===== config.mk =====
export PLATFORM = sky130hd
export DESIGN_NAME = chip8_instruction_executor
export DESIGN_NICKNAME = d
export VERILOG_FILES = /design/src/sv/chip8ie_pkg.sv /design/src/sv/chip8ie_regfile.sv /design/src/sv/chip8ie_stack.sv /design/src/sv/chip8_instruction_executor.sv
export SDC_FILE = /design/constraint.sdc
export NUM_CORES = 1
export LEC_CHECK = 0
export ABC_AREA = 1
export BUFFER_PORTS_ARGS = -buffer_cell sky130_fd_sc_hd__buf_2
export CAP_MARGIN = 5
export CORE_ASPECT_RATIO = 0.5
export CORE_MARGIN = 3
export CORE_UTILIZATION = 50
export DETAILED_ROUTE_END_ITERATION = 10
export PLACE_DENSITY = 0.71
export SLEW_MARGIN = 20
export SYNTH_ARGS = -nofsm -noshare
export SYNTH_HDL_FRONTEND = slang
export SYNTH_SLANG_ARGS = --single-unit

===== constraint.sdc =====
create_clock -name i_clk -period 5.6 [get_ports i_clk]
set_input_delay 1.12 -clock i_clk [delete_from_list [all_inputs] [get_ports i_clk]]
set_output_delay 1.12 -clock i_clk [all_outputs]
set_load 0.02 [all_outputs]

===== src/sv/chip8ie_pkg.sv =====
// Shared types and constants for the CHIP-8 instruction executor.
`default_nettype none

package chip8ie_pkg;

    localparam int NUM_REGS = 16;

    localparam logic [3:0] C_SYS  = 4'h0;
    localparam logic [3:0] C_JP   = 4'h1;
    localparam logic [3:0] C_CALL = 4'h2;
    localparam logic [3:0] C_SE   = 4'h3;
    localparam logic [3:0] C_SNE  = 4'h4;
    localparam logic [3:0] C_SER  = 4'h5;
    localparam logic [3:0] C_LD   = 4'h6;
    localparam logic [3:0] C_ADD  = 4'h7;
    localparam logic [3:0] C_SNER = 4'h9;
    localparam logic [3:0] C_LDI  = 4'hA;
    localparam logic [3:0] C_JPV0 = 4'hB;
    localparam logic [3:0] C_RND  = 4'hC;

    localparam logic [15:0] W_CLS = 16'h00E0;
    localparam logic [15:0] W_RET = 16'h00EE;

    localparam logic [11:0] PC_RESET = 12'h200;
    localparam logic [11:0] PC_STEP  = 12'd2;

    typedef struct packed {
        logic       en;
        logic [3:0] addr;
        logic [7:0] data;
    } t_rf_wr;

endpackage

`default_nettype wire


===== src/sv/chip8ie_regfile.sv =====
// General register file: synchronous memory with reset-valid bits and write forwarding.
`default_nettype none

module chip8ie_regfile
    import chip8ie_pkg::*;
(
    input  wire logic       i_clk,
    input  wire logic       i_rst_n,
    input  wire logic       i_rd_en,
    input  wire logic [3:0] i_rd_addr_a,
    input  wire logic [3:0] i_rd_addr_b,
    input  wire t_rf_wr     i_wr,
    output logic [7:0]      o_rd_data_a,
    output logic [7:0]      o_rd_data_b
);

    localparam logic [1:0] SRC_MEM  = 2'd0;
    localparam logic [1:0] SRC_ZERO = 2'd1;
    localparam logic [1:0] SRC_FWD  = 2'd2;

    logic [7:0]          r_mem [NUM_REGS];
    logic [NUM_REGS-1:0] r_valid;
    logic [7:0]          r_q_a;
    logic [7:0]          r_q_b;
    logic [1:0]          r_src_a;
    logic [1:0]          r_src_b;
    logic [7:0]          r_fwd_data;
    logic [1:0]          n_src_a;
    logic [1:0]          n_src_b;

    always_ff @(posedge i_clk) begin
        if (i_wr.en) begin
            r_mem[i_wr.addr] <= i_wr.data;
        end
    end

    always_ff @(posedge i_clk) begin
        if (i_rd_en) begin
            r_q_a <= r_mem[i_rd_addr_a];
            r_q_b <= r_mem[i_rd_addr_b];
        end
    end

    always_ff @(posedge i_clk) begin
        if (!i_rst_n) begin
            r_valid <= '0;
        end else if (i_wr.en) begin
            r_valid[i_wr.addr] <= 1'b1;
        end
    end

    always_comb begin
        if (i_wr.en && (i_wr.addr == i_rd_addr_a)) begin
            n_src_a = SRC_FWD;
        end else if (!r_valid[i_rd_addr_a]) begin
            n_src_a = SRC_ZERO;
        end else begin
            n_src_a = SRC_MEM;
        end
        if (i_wr.en && (i_wr.addr == i_rd_addr_b)) begin
            n_src_b = SRC_FWD;
        end else if (!r_valid[i_rd_addr_b]) begin
            n_src_b = SRC_ZERO;
        end else begin
            n_src_b = SRC_MEM;
        end
    end

    always_ff @(posedge i_clk) begin
        if (i_rd_en) begin
            r_src_a    <= n_src_a;
            r_src_b    <= n_src_b;
            r_fwd_data <= i_wr.data;
        end
    end

    always_comb begin
        case (r_src_a)
            SRC_FWD:  o_rd_data_a = r_fwd_data;
            SRC_ZERO: o_rd_data_a = 8'd0;
            default:  o_rd_data_a = r_q_a;
        endcase
        case (r_src_b)
            SRC_FWD:  o_rd_data_b = r_fwd_data;
            SRC_ZERO: o_rd_data_b = 8'd0;
            default:  o_rd_data_b = r_q_b;
        endcase
    end

endmodule

`default_nettype wire


===== src/sv/chip8ie_stack.sv =====
// Return address stack: synchronous memory with write forwarding.
`default_nettype none

module chip8ie_stack
    import chip8ie_pkg::*;
#(
    parameter int DEPTH = 16,
    parameter int AW    = 4
) (
    input  wire logic          i_clk,
    input  wire logic          i_rd_en,
    input  wire logic [AW-1:0] i_rd_addr,
    input  wire logic          i_wr_en,
    input  wire logic [AW-1:0] i_wr_addr,
    input  wire logic [11:0]   i_wr_data,
    output logic [11:0]        o_rd_data
);

    logic [11:0] r_mem [DEPTH];
    logic [11:0] r_q;
    logic        r_fwd;
    logic [11:0] r_fwd_data;

    always_ff @(posedge i_clk) begin
        if (i_wr_en) begin
            r_mem[i_wr_addr] <= i_wr_data;
        end
    end

    always_ff @(posedge i_clk) begin
        if (i_rd_en) begin
            r_q <= r_mem[i_rd_addr];
        end
    end

    always_ff @(posedge i_clk) begin
        if (i_rd_en) begin
            r_fwd      <= i_wr_en && (i_wr_addr == i_rd_addr);
            r_fwd_data <= i_wr_data;
        end
    end

    assign o_rd_data = r_fwd ? r_fwd_data : r_q;

endmodule

`default_nettype wire


===== src/sv/chip8_instruction_executor.sv =====
// Top level of the CHIP-8 instruction executor: request handshakes, execute stage, output register.
`default_nettype none

// Takes one instruction request per cycle while the output is not stalled and returns one
// result per request, in order. An accepted request has its memory reads registered along
// with it into the execute stage, executes there and is then registered into the output
// register; sustained throughput is one instruction per cycle without output stalls. The rate
// is set by the single read-modify-write pass through the register file and return stack
// memories, whose registered reads are covered by forwarding from the write of the instruction
// ahead. The stack pointer advances at acceptance, so return addresses are read at the right
// entry even when calls and returns follow each other directly. No clearing pass is needed
// after reset; the block accepts requests in the first cycle after reset is released.

module chip8_instruction_executor
    import chip8ie_pkg::*;
#(
    parameter int STACK_DEPTH = 16
) (
    input  wire logic        i_clk,
    input  wire logic        i_rst_n,
    input  wire logic        i_in_valid,
    output logic             o_in_stall,
    input  wire logic [15:0] i_instruction_word,
    input  wire logic [7:0]  i_random_byte,
    output logic             o_out_valid,
    input  wire logic        i_out_stall,
    output logic [11:0]      o_next_pc,
    output logic             o_clear_display,
    output logic             o_unsupported,
    output logic [11:0]      o_index_value
);

    localparam int SpW = $clog2(STACK_DEPTH);
    localparam logic [SpW-1:0] SP_LAST = SpW'(STACK_DEPTH - 1);

    logic           accept;
    logic           advance;
    logic           commit;

    logic           r_s1_v;
    logic [15:0]    r_word;
    logic [7:0]     r_rnd;
    logic [SpW-1:0] r_saddr;
    logic [SpW-1:0] r_sp;
    logic [SpW-1:0] n_sp;
    logic [SpW-1:0] sp_inc;
    logic [SpW-1:0] sp_dec;
    logic [3:0]     in_cls;
    logic [3:0]     rd_addr_b;

    logic [11:0]    r_pc;
    logic [11:0]    r_index;
    logic [11:0]    n_pc;
    logic [11:0]    n_index;

    logic           r_out_v;
    logic [11:0]    r_out_pc;
    logic           r_out_clr;
    logic           r_out_uns;
    logic [11:0]    r_out_index;

    logic [3:0]     cls;
    logic [7:0]     kk;
    logic [11:0]    nnn;
    logic [11:0]    pc_adv;
    logic [7:0]     vx;
    logic [7:0]     vy;
    logic [11:0]    stk_data;
    logic           skip;
    logic           clr;
    logic           uns;
    logic           stk_we;
    t_rf_wr         rf_wr;
    t_rf_wr         rf_wr_gated;

    assign advance    = !r_out_v || !i_out_stall;
    assign o_in_stall = r_s1_v && !advance;
    assign accept     = i_in_valid && !o_in_stall;
    assign commit     = r_s1_v && advance;

    assign in_cls    = i_instruction_word[15:12];
    assign rd_addr_b = (in_cls == C_JPV0) ? 4'd0 : i_instruction_word[7:4];
    assign sp_inc    = (r_sp == SP_LAST) ? '0 : r_sp + SpW'(1);
    assign sp_dec    = (r_sp == '0) ? SP_LAST : r_sp - SpW'(1);

    always_comb begin
        n_sp = r_sp;
        if (in_cls == C_CALL) begin
            n_sp = sp_inc;
        end else if (i_instruction_word == W_RET) begin
            n_sp = sp_dec;
        end
    end

    always_ff @(posedge i_clk) begin
        if (!i_rst_n) begin
            r_sp <= '0;
        end else if (accept) begin
            r_sp <= n_sp;
        end
    end

    always_ff @(posedge i_clk) begin
        if (!i_rst_n) begin
            r_s1_v <= 1'b0;
        end else if (accept) begin
            r_s1_v <= 1'b1;
        end else if (advance) begin
            r_s1_v <= 1'b0;
        end
    end

    always_ff @(posedge i_clk) begin
        if (accept) begin
            r_word  <= i_instruction_word;
            r_rnd   <= i_random_byte;
            r_saddr <= (in_cls == C_CALL) ? sp_inc : r_sp;
        end
    end

    chip8ie_regfile u_regfile (
        .i_clk       (i_clk),
        .i_rst_n     (i_rst_n),
        .i_rd_en     (accept),
        .i_rd_addr_a (i_instruction_word[11:8]),
        .i_rd_addr_b (rd_addr_b),
        .i_wr        (rf_wr_gated),
        .o_rd_data_a (vx),
        .o_rd_data_b (vy)
    );

    chip8ie_stack #(
        .DEPTH (STACK_DEPTH),
        .AW    (SpW)
    ) u_stack (
        .i_clk     (i_clk),
        .i_rd_en   (accept),
        .i_rd_addr (r_sp),
        .i_wr_en   (stk_we && commit),
        .i_wr_addr (r_saddr),
        .i_wr_data (pc_adv),
        .o_rd_data (stk_data)
    );

    assign cls    = r_word[15:12];
    assign kk     = r_word[7:0];
    assign nnn    = r_word[11:0];
    assign pc_adv = r_pc + PC_STEP;

    always_comb begin
        n_pc       = pc_adv;
        n_index    = r_index;
        skip       = 1'b0;
        clr        = 1'b0;
        uns        = 1'b0;
        stk_we     = 1'b0;
        rf_wr.en   = 1'b0;
        rf_wr.addr = r_word[11:8];
        rf_wr.data = kk;
        case (cls)
            C_SYS: begin
                if (r_word == W_CLS) begin
                    clr = 1'b1;
                end else if (r_word == W_RET) begin
                    n_pc = stk_data;
                end else begin
                    uns = 1'b1;
                end
            end
            C_JP: begin
                n_pc = nnn;
            end
            C_CALL: begin
                stk_we = 1'b1;
                n_pc   = nnn;
            end
            C_SE: begin
                skip = (vx == kk);
            end
            C_SNE: begin
                skip = (vx != kk);
            end
            C_SER: begin
                skip = (vx == vy);
            end
            C_LD: begin
                rf_wr.en = 1'b1;
            end
            C_ADD: begin
                rf_wr.en   = 1'b1;
                rf_wr.data = vx + kk;
            end
            C_SNER: begin
                skip = (vx != vy);
            end
            C_LDI: begin
                n_index = nnn;
            end
            C_JPV0: begin
                n_pc = nnn + {4'd0, vy};
            end
            C_RND: begin
                rf_wr.en   = 1'b1;
                rf_wr.data = r_rnd & kk;
            end
            default: begin
                uns = 1'b1;
            end
        endcase
        if (skip) begin
            n_pc = pc_adv + PC_STEP;
        end
    end

    always_comb begin
        rf_wr_gated    = rf_wr;
        rf_wr_gated.en = rf_wr.en && commit;
    end

    always_ff @(posedge i_clk) begin
        if (!i_rst_n) begin
            r_pc    <= PC_RESET;
            r_index <= 12'd0;
        end else if (commit) begin
            r_pc    <= n_pc;
            r_index <= n_index;
        end
    end

    always_ff @(posedge i_clk) begin
        if (!i_rst_n) begin
            r_out_v <= 1'b0;
        end else if (advance) begin
            r_out_v <= r_s1_v;
        end
    end

    always_ff @(posedge i_clk) begin
        if (commit) begin
            r_out_pc    <= n_pc;
            r_out_clr   <= clr;
            r_out_uns   <= uns;
            r_out_index <= n_index;
        end
    end

    assign o_out_valid     = r_out_v;
    assign o_next_pc       = r_out_pc;
    assign o_clear_display = r_out_clr;
    assign o_unsupported   = r_out_uns;
    assign o_index_value   = r_out_index;

`ifndef SYNTHESIS
    a_pc_reset: assert property (@(posedge i_clk)
        !i_rst_n |=> (r_pc == PC_RESET) && (r_sp == '0) && !r_s1_v && !r_out_v)
        else $error("Reset did not restore the program counter and pipeline.");

    a_sp_range: assert property (@(posedge i_clk) disable iff (!i_rst_n)
        r_sp <= SP_LAST)
        else $error("Stack pointer left its range.");

    a_s1_hold: assert property (@(posedge i_clk) disable iff (!i_rst_n)
        (r_s1_v && !advance) |=> r_s1_v && $stable(r_word) && $stable(r_pc))
        else $error("Execute stage changed while blocked.");

    a_out_source: assert property (@(posedge i_clk) disable iff (!i_rst_n)
        $rose(r_out_v) |-> $past(r_s1_v))
        else $error("Output became valid without a request in the execute stage.");

    a_no_write_idle: assert property (@(posedge i_clk) disable iff (!i_rst_n)
        !commit |-> !rf_wr_gated.en)
        else $error("Register file written without a committing request.");
`endif

endmodule

`default_nettype wire

==> results of run 1 <==
-- cell usage in the layout (no fill, tap or decap), types with 43 or more instances in the layout --
cell type / netlist / final
edfxtp_1: 427 / 427
a21oi_1: 88 / 88
o21ai_0: 271 / 271
dfxtp_1: 46 / 45
nor2_1: 286 / 271
nand3_1: 125 / 125
nand2_1: 481 / 479
clkbuf_16: 0 / 43
inv_1: 183 / 180
o211ai_1: 61 / 61
o22ai_1: 53 / 53
buf_2: 7 / 55
-- kinds of logic (layout without fill, tap and decap cells) --
| logic type | count (synthesis) | count (layout) |
|---|---|---|
| AND/OR/NAND/NOR | 969 | 969 |
| adder cells (fa/ha/maj) | 24 | 24 |
| AO/OA/AOI/OAI | 528 | 528 |
| flip-flops | 473 | 473 |
| multiplexers | 1 | 1 |
| XOR/XNOR | 20 | 20 |
| buffers and inverters | 309 | 348 |
-- state kept, by name, summed over array words and instances, names as in the netlist, 4 cells and up --
name	flops
u_stack.r_fwd_data	12
o_next_pc	12
r_saddr	4
r_word	16
u_regfile.r_valid	16
r_pc	12
u_regfile.r_q_b	8
u_stack.r_mem	192
r_rnd	8
u_stack.r_q	12
o_index_value	12
r_sp	4
r_index	12
u_regfile.r_q_a	8
u_regfile.r_fwd_data	8
u_regfile.r_mem	128
-- critical path, cell delays in order, from the launching register on --
cell,delay [ns]
edfxtp_1,0.38
ha_1,0.46
nor2_1,0.36
nand2_1,0.10
nand2_1,0.13
ha_1,0.19
inv_1,0.06
fa_1,0.38
inv_1,0.09
nand2_1,0.05
nand2_1,0.05
a21oi_1,0.07
nor2_1,0.12
nor2_1,0.06
nor2_1,0.12
o21ai_0,0.09
nand2_1,0.06
o221ai_1,0.10
buf_4,0.23
-- layout make-up --
cell class / instances / area, um^2
Sequential cell: 473 / 13700
Fill cell: 3723 / 19300
Clock buffer: 54 / 1160
Timing Repair Buffer: 80 / 463
Multi-Input combinational cell: 1542 / 7590
Clock inverter: 23 / 288
Inverter: 191 / 719
Tap cell: 588 / 736
-- metrics by stage --
| step | util, % | cells | hold WS [ns] | instance area [um^2] |
|---|---|---|---|---|
| 3_3_place_gp | 52.8 | 2874 | 0.448 | 23200 |
| 5_1_grt | 56.1 | 2951 | 0.494 | 24700 |
| 3_5_place_dp | 52.8 | 2874 | 0.454 | 23200 |
| 4_1_cts | 56.1 | 2951 | 0.469 | 24700 |
| 2_1_floorplan | - | 2324 | 0.440 | 22500 |
| 6_report | 56.1 | 2951 | 0.467 | 24700 |
-- power groups by stage --
stage	Combinational, W	Sequential [W]	Clock (W)
finish	0.000772	0.00402	0.00307
detailed placement	0.000754	0.00409	0
global placement	0.000745	0.00409	0
floorplan	0.000494	0.00408	0
CTS	0.000757	0.00402	0.00309
global route	0.000846	0.00402	0.00325
-- final timing paths --
path,from,endpoint,slack (ns),cells past startpoint
setup reg to reg,u_regfile.r_src_a[1]$_SDFFCE_PP1P_,u_regfile.r_mem[2][6]$_DFFE_PP_,2.21,18
setup / recovery,u_regfile.r_src_a[1]$_SDFFCE_PP1P_,u_regfile.r_mem[2][6]$_DFFE_PP_,2.21,18
hold reg to reg,u_regfile.r_valid[12]$_SDFFE_PN0P_,u_regfile.r_valid[12]$_SDFFE_PN0P_,0.47,1
hold / removal,u_regfile.r_valid[12]$_SDFFE_PN0P_,u_regfile.r_valid[12]$_SDFFE_PN0P_,0.47,1
-- routing by layer --
layer  track usage (%)  routed length [um]  vias up
met5                 0                   0        -
met2              42.3               29200      948
met3              4.18                5930      138
met4              9.32                2310        0
met1              37.2               26600     8388
li1                  -                   -     8131
==> flow_summary.yaml, run 1 <==
floorplan:
  die_area_um2: 47700
  rows: 54
  floorplan.initialDensity_pct: 51.1
  fp.dieW_um: 306
  die-height_um: 156
  top_level_ports: 56
  core_area_um2: 44000
synth:
  synth-adder-area-share_pct: 1.40
  synth.avg_cell_area_um2: 9.68
  yosys.area.top_type_share_pct: 57.0
  synth_ff_type: "edfxtp_1"
  ys_seq_area_share_pct: 61.1
  synth_common_cells: "nand2_1, edfxtp_1, nor2_1"
  yosys_register_bits: 473
  synth.top_cells.by_area: "edfxtp_1, nand2_1, o21ai_0"
  ys_types: 47
  synth_edf_count: 427
  syn_inst: 2324
  synth_top_area_cell: "edfxtp_1"
  synthesis.area_um2: 22500
  syn-num-nets: 2376
  synthArstFlopShare_pct: 0
  synth_xor_area_share_pct: 0.779
  synthMuxAreaShare_pct: 0.0445
  synth_top_family_by_area: "simple AND/OR/NAND/NOR gates"
  synth_compound_area_share_pct: 13.5
  synthMostInstantiatedCell: "nand2_1"
  yosys.area_share.simple_pct: 17.8
  yosys_warnings: 0
power_and_ir_drop:
  p_leak_nw: 9.29
  power_frac_seq_pct: 51.1
  irDropWorstVdd_v: 0.000182
  switchingPower_w: 0.00195
  p_total_w: 0.00786
  swShare_pct: 24.7
  p_clk_share_pct: 39.1
  internal_power_w: 0.00592
  combPwrFrac_pct: 9.8
  p_per_area_nw_per_um2: 318
global_routing:
  grt_pass1_wl_um: 97000
  track_usage_pct: 26.4
  grt_antenna_before_repair: 0
  first_global_vias: 16200
  overflow: 0
  grt_max_degree: 80
sta:
  timing.setup.tns_ns: 0
  fin_skew_ns: 0.0256
  worstMarginPinSlew_ns: 1.16
  grt_setup_unrepaired: "no"
  fmax_ghz: 0.295
  fin_ws_ns: 2.21
  finalSetupViolCount: 0
  slew_viol_final: 0
  fin_crit_sh_pct: 60.6
  fin_crit_ns: 3.39
  slew_headroom_pct: 22.8
  hold_viol_final: 0
cells_and_area:
  nets: 2382
  areaGrowthSynthToFinish_pct: 9.82
  drive_gt1_share_pct: 8.55
  diodes: 0
routing:
  vias_per_cell: 5.97
  firstDrtPassIters: 6
  drtAntennaViolNets: 0
  wl_per_cell_um: 21.7
  drcViolationCount: 0
  initialDrtViolationCount: 2291
  vias: 17600
  totalWireLength_um: 64000
clocking:
  clock_path_buffers: 3
  clock_latency_ns: 0.57
  cts_hold_buf: 0
  cts-htree-levels: 2
  cts_setup_buffers: 0
  path_clk_slew_ns: 0.07
  numCtsBuffers: 42
  cts.root.buffer_cell: "clkbuf_16"
  cts_repair_resize_count: 0
  cts_tree: "built"
  cts.sinks: 473
hold_path:
  hold_path_class: "reg -> reg"
critical_path:
  crit_required_ns: 5.88
  worst_setup_path_start_kind: "flop"
  cp-end-kind: "flop"
  worst-setup-path-type: "reg -> reg"
  cp_max_fo: 17
  worstPathArrival_ns: 3.67
placed_design:
  hpwl_um: 42100
  port_buffers: 55
  pre_cts_ws_ns: 1.99
  gp_congestion: 0.944
outcome:
  status: "completed"
run:
  maxCapViolCount: 0
Power figures use the tool's default switching activity.
==> run 2: changes to the inputs <==
==> constraint.sdc (replaced) <==
create_clock -name i_clk -period 3.25 [get_ports i_clk]
set_input_delay 0.65 -clock i_clk [delete_from_list [all_inputs] [get_ports i_clk]]
set_output_delay 0.65 -clock i_clk [all_outputs]
set_load 0.02 [all_outputs]
==> flow_summary.yaml, run 2 (synthesis results as in run 1) <==
clocking:
  cts_tree: "built"
  cts.sinks: 473
  cts_repair_resize_count: 0
  cts-htree-levels: 2
  clock_latency_ns: 0.58
  cts_hold_buf: 0
  cts_setup_buffers: 0
  clock_path_buffers: 3
  numCtsBuffers: 42
  path_clk_slew_ns: 0.06
  cts.root.buffer_cell: "clkbuf_16"
outcome:
  status: "completed"
cells_and_area:
  regMostFlops: "u_stack.r_mem"
  reg_top3: "u_stack.r_mem: 192 flops, u_regfile.r_mem: 128 flops"
  largest_register_ffs: 192
  final_common_cell: "nand2_1"
  final_cells: 3024
  design_area_um2: 25200
  drive_gt1_share_pct: 10.5
  nets: 2455
  layout_common_cells: "nand2_1, edfxtp_1, nor2_1, o21ai_0, inv_1"
  areaGrowthSynthToFinish_pct: 11.9
  utilization_pct: 57.2
  diodes: 0
hold_path:
  hold_path_depth: 1
  hold_path_class: "in -> reg"
floorplan:
  floorplan.initialDensity_pct: 51.1
  fp.dieW_um: 306
  top_level_ports: 56
  rows: 54
  die_area_um2: 47700
  core_area_um2: 44000
  die-height_um: 156
routing:
  drcViolationCount: 0
  vias: 17700
  drtAntennaViolNets: 0
  vias_per_cell: 5.84
  firstDrtPassIters: 8
  initialDrtViolationCount: 2005
  totalWireLength_um: 61200
  wl_per_cell_um: 20.2
placed_design:
  port_buffers: 55
  placed_area_um2: 23800
  hpwl_um: 40700
  gp_congestion: 0.941
  placed_cells: 2947
global_routing:
  grt_antenna_before_repair: 0
  grt_max_degree: 83
  track_usage_pct: 25.4
  first_global_vias: 16700
  grt_pass1_wl_um: 94800
  overflow: 0
critical_path:
  crit_slowest_cell: "edfxtp_1"
  startpoint: "u_regfile.r_src_a[1]$_SDFFCE_PP1P_"
  cp-end-kind: "flop"
  cpMostUsedCell: "nand2_1"
  worst_setup_path_start_kind: "flop"
  crit_required_ns: 3.55
  rr_worst_depth: 18
  r2r-end: "u_regfile.r_mem[0][6]$_DFFE_PP_"
  cp-endpoint: "u_regfile.r_mem[0][6]$_DFFE_PP_"
  crit_chain: "ha_1 > nor2_1 > nand2_1 > nand2_1 > ha_1 > inv_1 > fa_1 > inv_1 > nand2_1 > nand2_1 > a21oi_1 > nor2_1 > nor2_1 > nor2_1 > o21ai_0 > nand2_1 > o221ai_1 > buf_4"
  rr_startpoint: "u_regfile.r_src_a[1]$_SDFFCE_PP1P_"
  critPathMaxStageDelay_ns: 0.41
  worst-setup-path-type: "reg -> reg"
  cp_max_fo: 17
  r2r_slack_ns: 0.27
  worstPathArrival_ns: 3.28
sta:
  hold_viol_final: 0
  finalSetupViolCount: 0
  worstMarginPinSlew_ns: 1.11
  slew_viol_final: 0
  slew_headroom_pct: 25.8
  fin_skew_ns: 0.0349
  fin_crit_ns: 2.98
  fin_crit_sh_pct: 91.8
  fmax_ghz: 0.335
  timing.setup.tns_ns: 0
  grt_setup_unrepaired: "no"
run:
  maxCapViolCount: 0
power_and_ir_drop:
  p_per_area_nw_per_um2: 526
  p_leak_nw: 9.66
  irDropWorstVdd_v: 0.000369
run 2: cell count changes in the layout (fill, tap and decap cells not counted), sizes merged:
cell and delta:
bufinv -3, clkbuf -6, clkinvlp -4, buf +73
clkinv +13
run 2: how the worst min path moves through the flow:
stage	start	end
2_1_floorplan	u_regfile.r_valid[4]$_SDFFE_PN0P_	u_regfile.r_valid[4]$_SDFFE_PN0P_
3_3_place_gp	u_regfile.r_valid[2]$_SDFFE_PN0P_	u_regfile.r_valid[2]$_SDFFE_PN0P_
3_5_place_dp	u_regfile.r_valid[2]$_SDFFE_PN0P_	u_regfile.r_valid[2]$_SDFFE_PN0P_
4_1_cts	i_random_byte[6]	r_rnd[6]$_DFFE_PP_
5_1_grt	i_random_byte[6]	r_rnd[6]$_DFFE_PP_
6_report	i_random_byte[6]	r_rnd[6]$_DFFE_PP_
run 2: final cells by class:
class / instances / area [um^2]
clock buffer: 48 / 1080
clock inverter: 29 / 270
timing repair buffer: 153 / 1050
fill: 3686 / 18800
sequential: 473 / 13700
inverter: 191 / 721
tap: 588 / 736
multi-input combinational: 1542 / 7550
run 2: metrics by stage:
stage / hold slack, ns / power (W) / worst slack (ns)
5_1_grt: 0.255 / 0.0137 / 0.0299
2_1_floorplan: 0.440 / 0.00788 / 0.0467
6_report: 0.275 / 0.0132 / 0.267
3_5_place_dp: 0.455 / 0.00837 / 0.310
3_3_place_gp: 0.448 / 0.00834 / 0.372
4_1_cts: 0.254 / 0.0133 / 0.292
run 2: layer usage:
layer	global-route usage [%]	wire [um]
met1	35.3	25800
met2	42.1	28700
met3	3.97	5190
met4	7.17	1510
met5	0	0
run 2: report_power, final:
part           internal (W)  total [W]  leakage, nW  switching, W
combinational      0.000400    0.00134         4.67      0.000943
clock               0.00267    0.00496        0.667       0.00229
sequential          0.00682    0.00692         4.33      0.000100
run 2: worst max-delay path: cells and delay by family, from the launching register on:
kind / cells / cell delay (ns)
AO/OA/AOI/OAI: 3 / 0.26
adder cells (fa/ha/maj): 3 / 0.90
flip-flops: 1 / 0.41
buffers and inverters: 3 / 0.36
AND/OR/NAND/NOR: 9 / 0.80
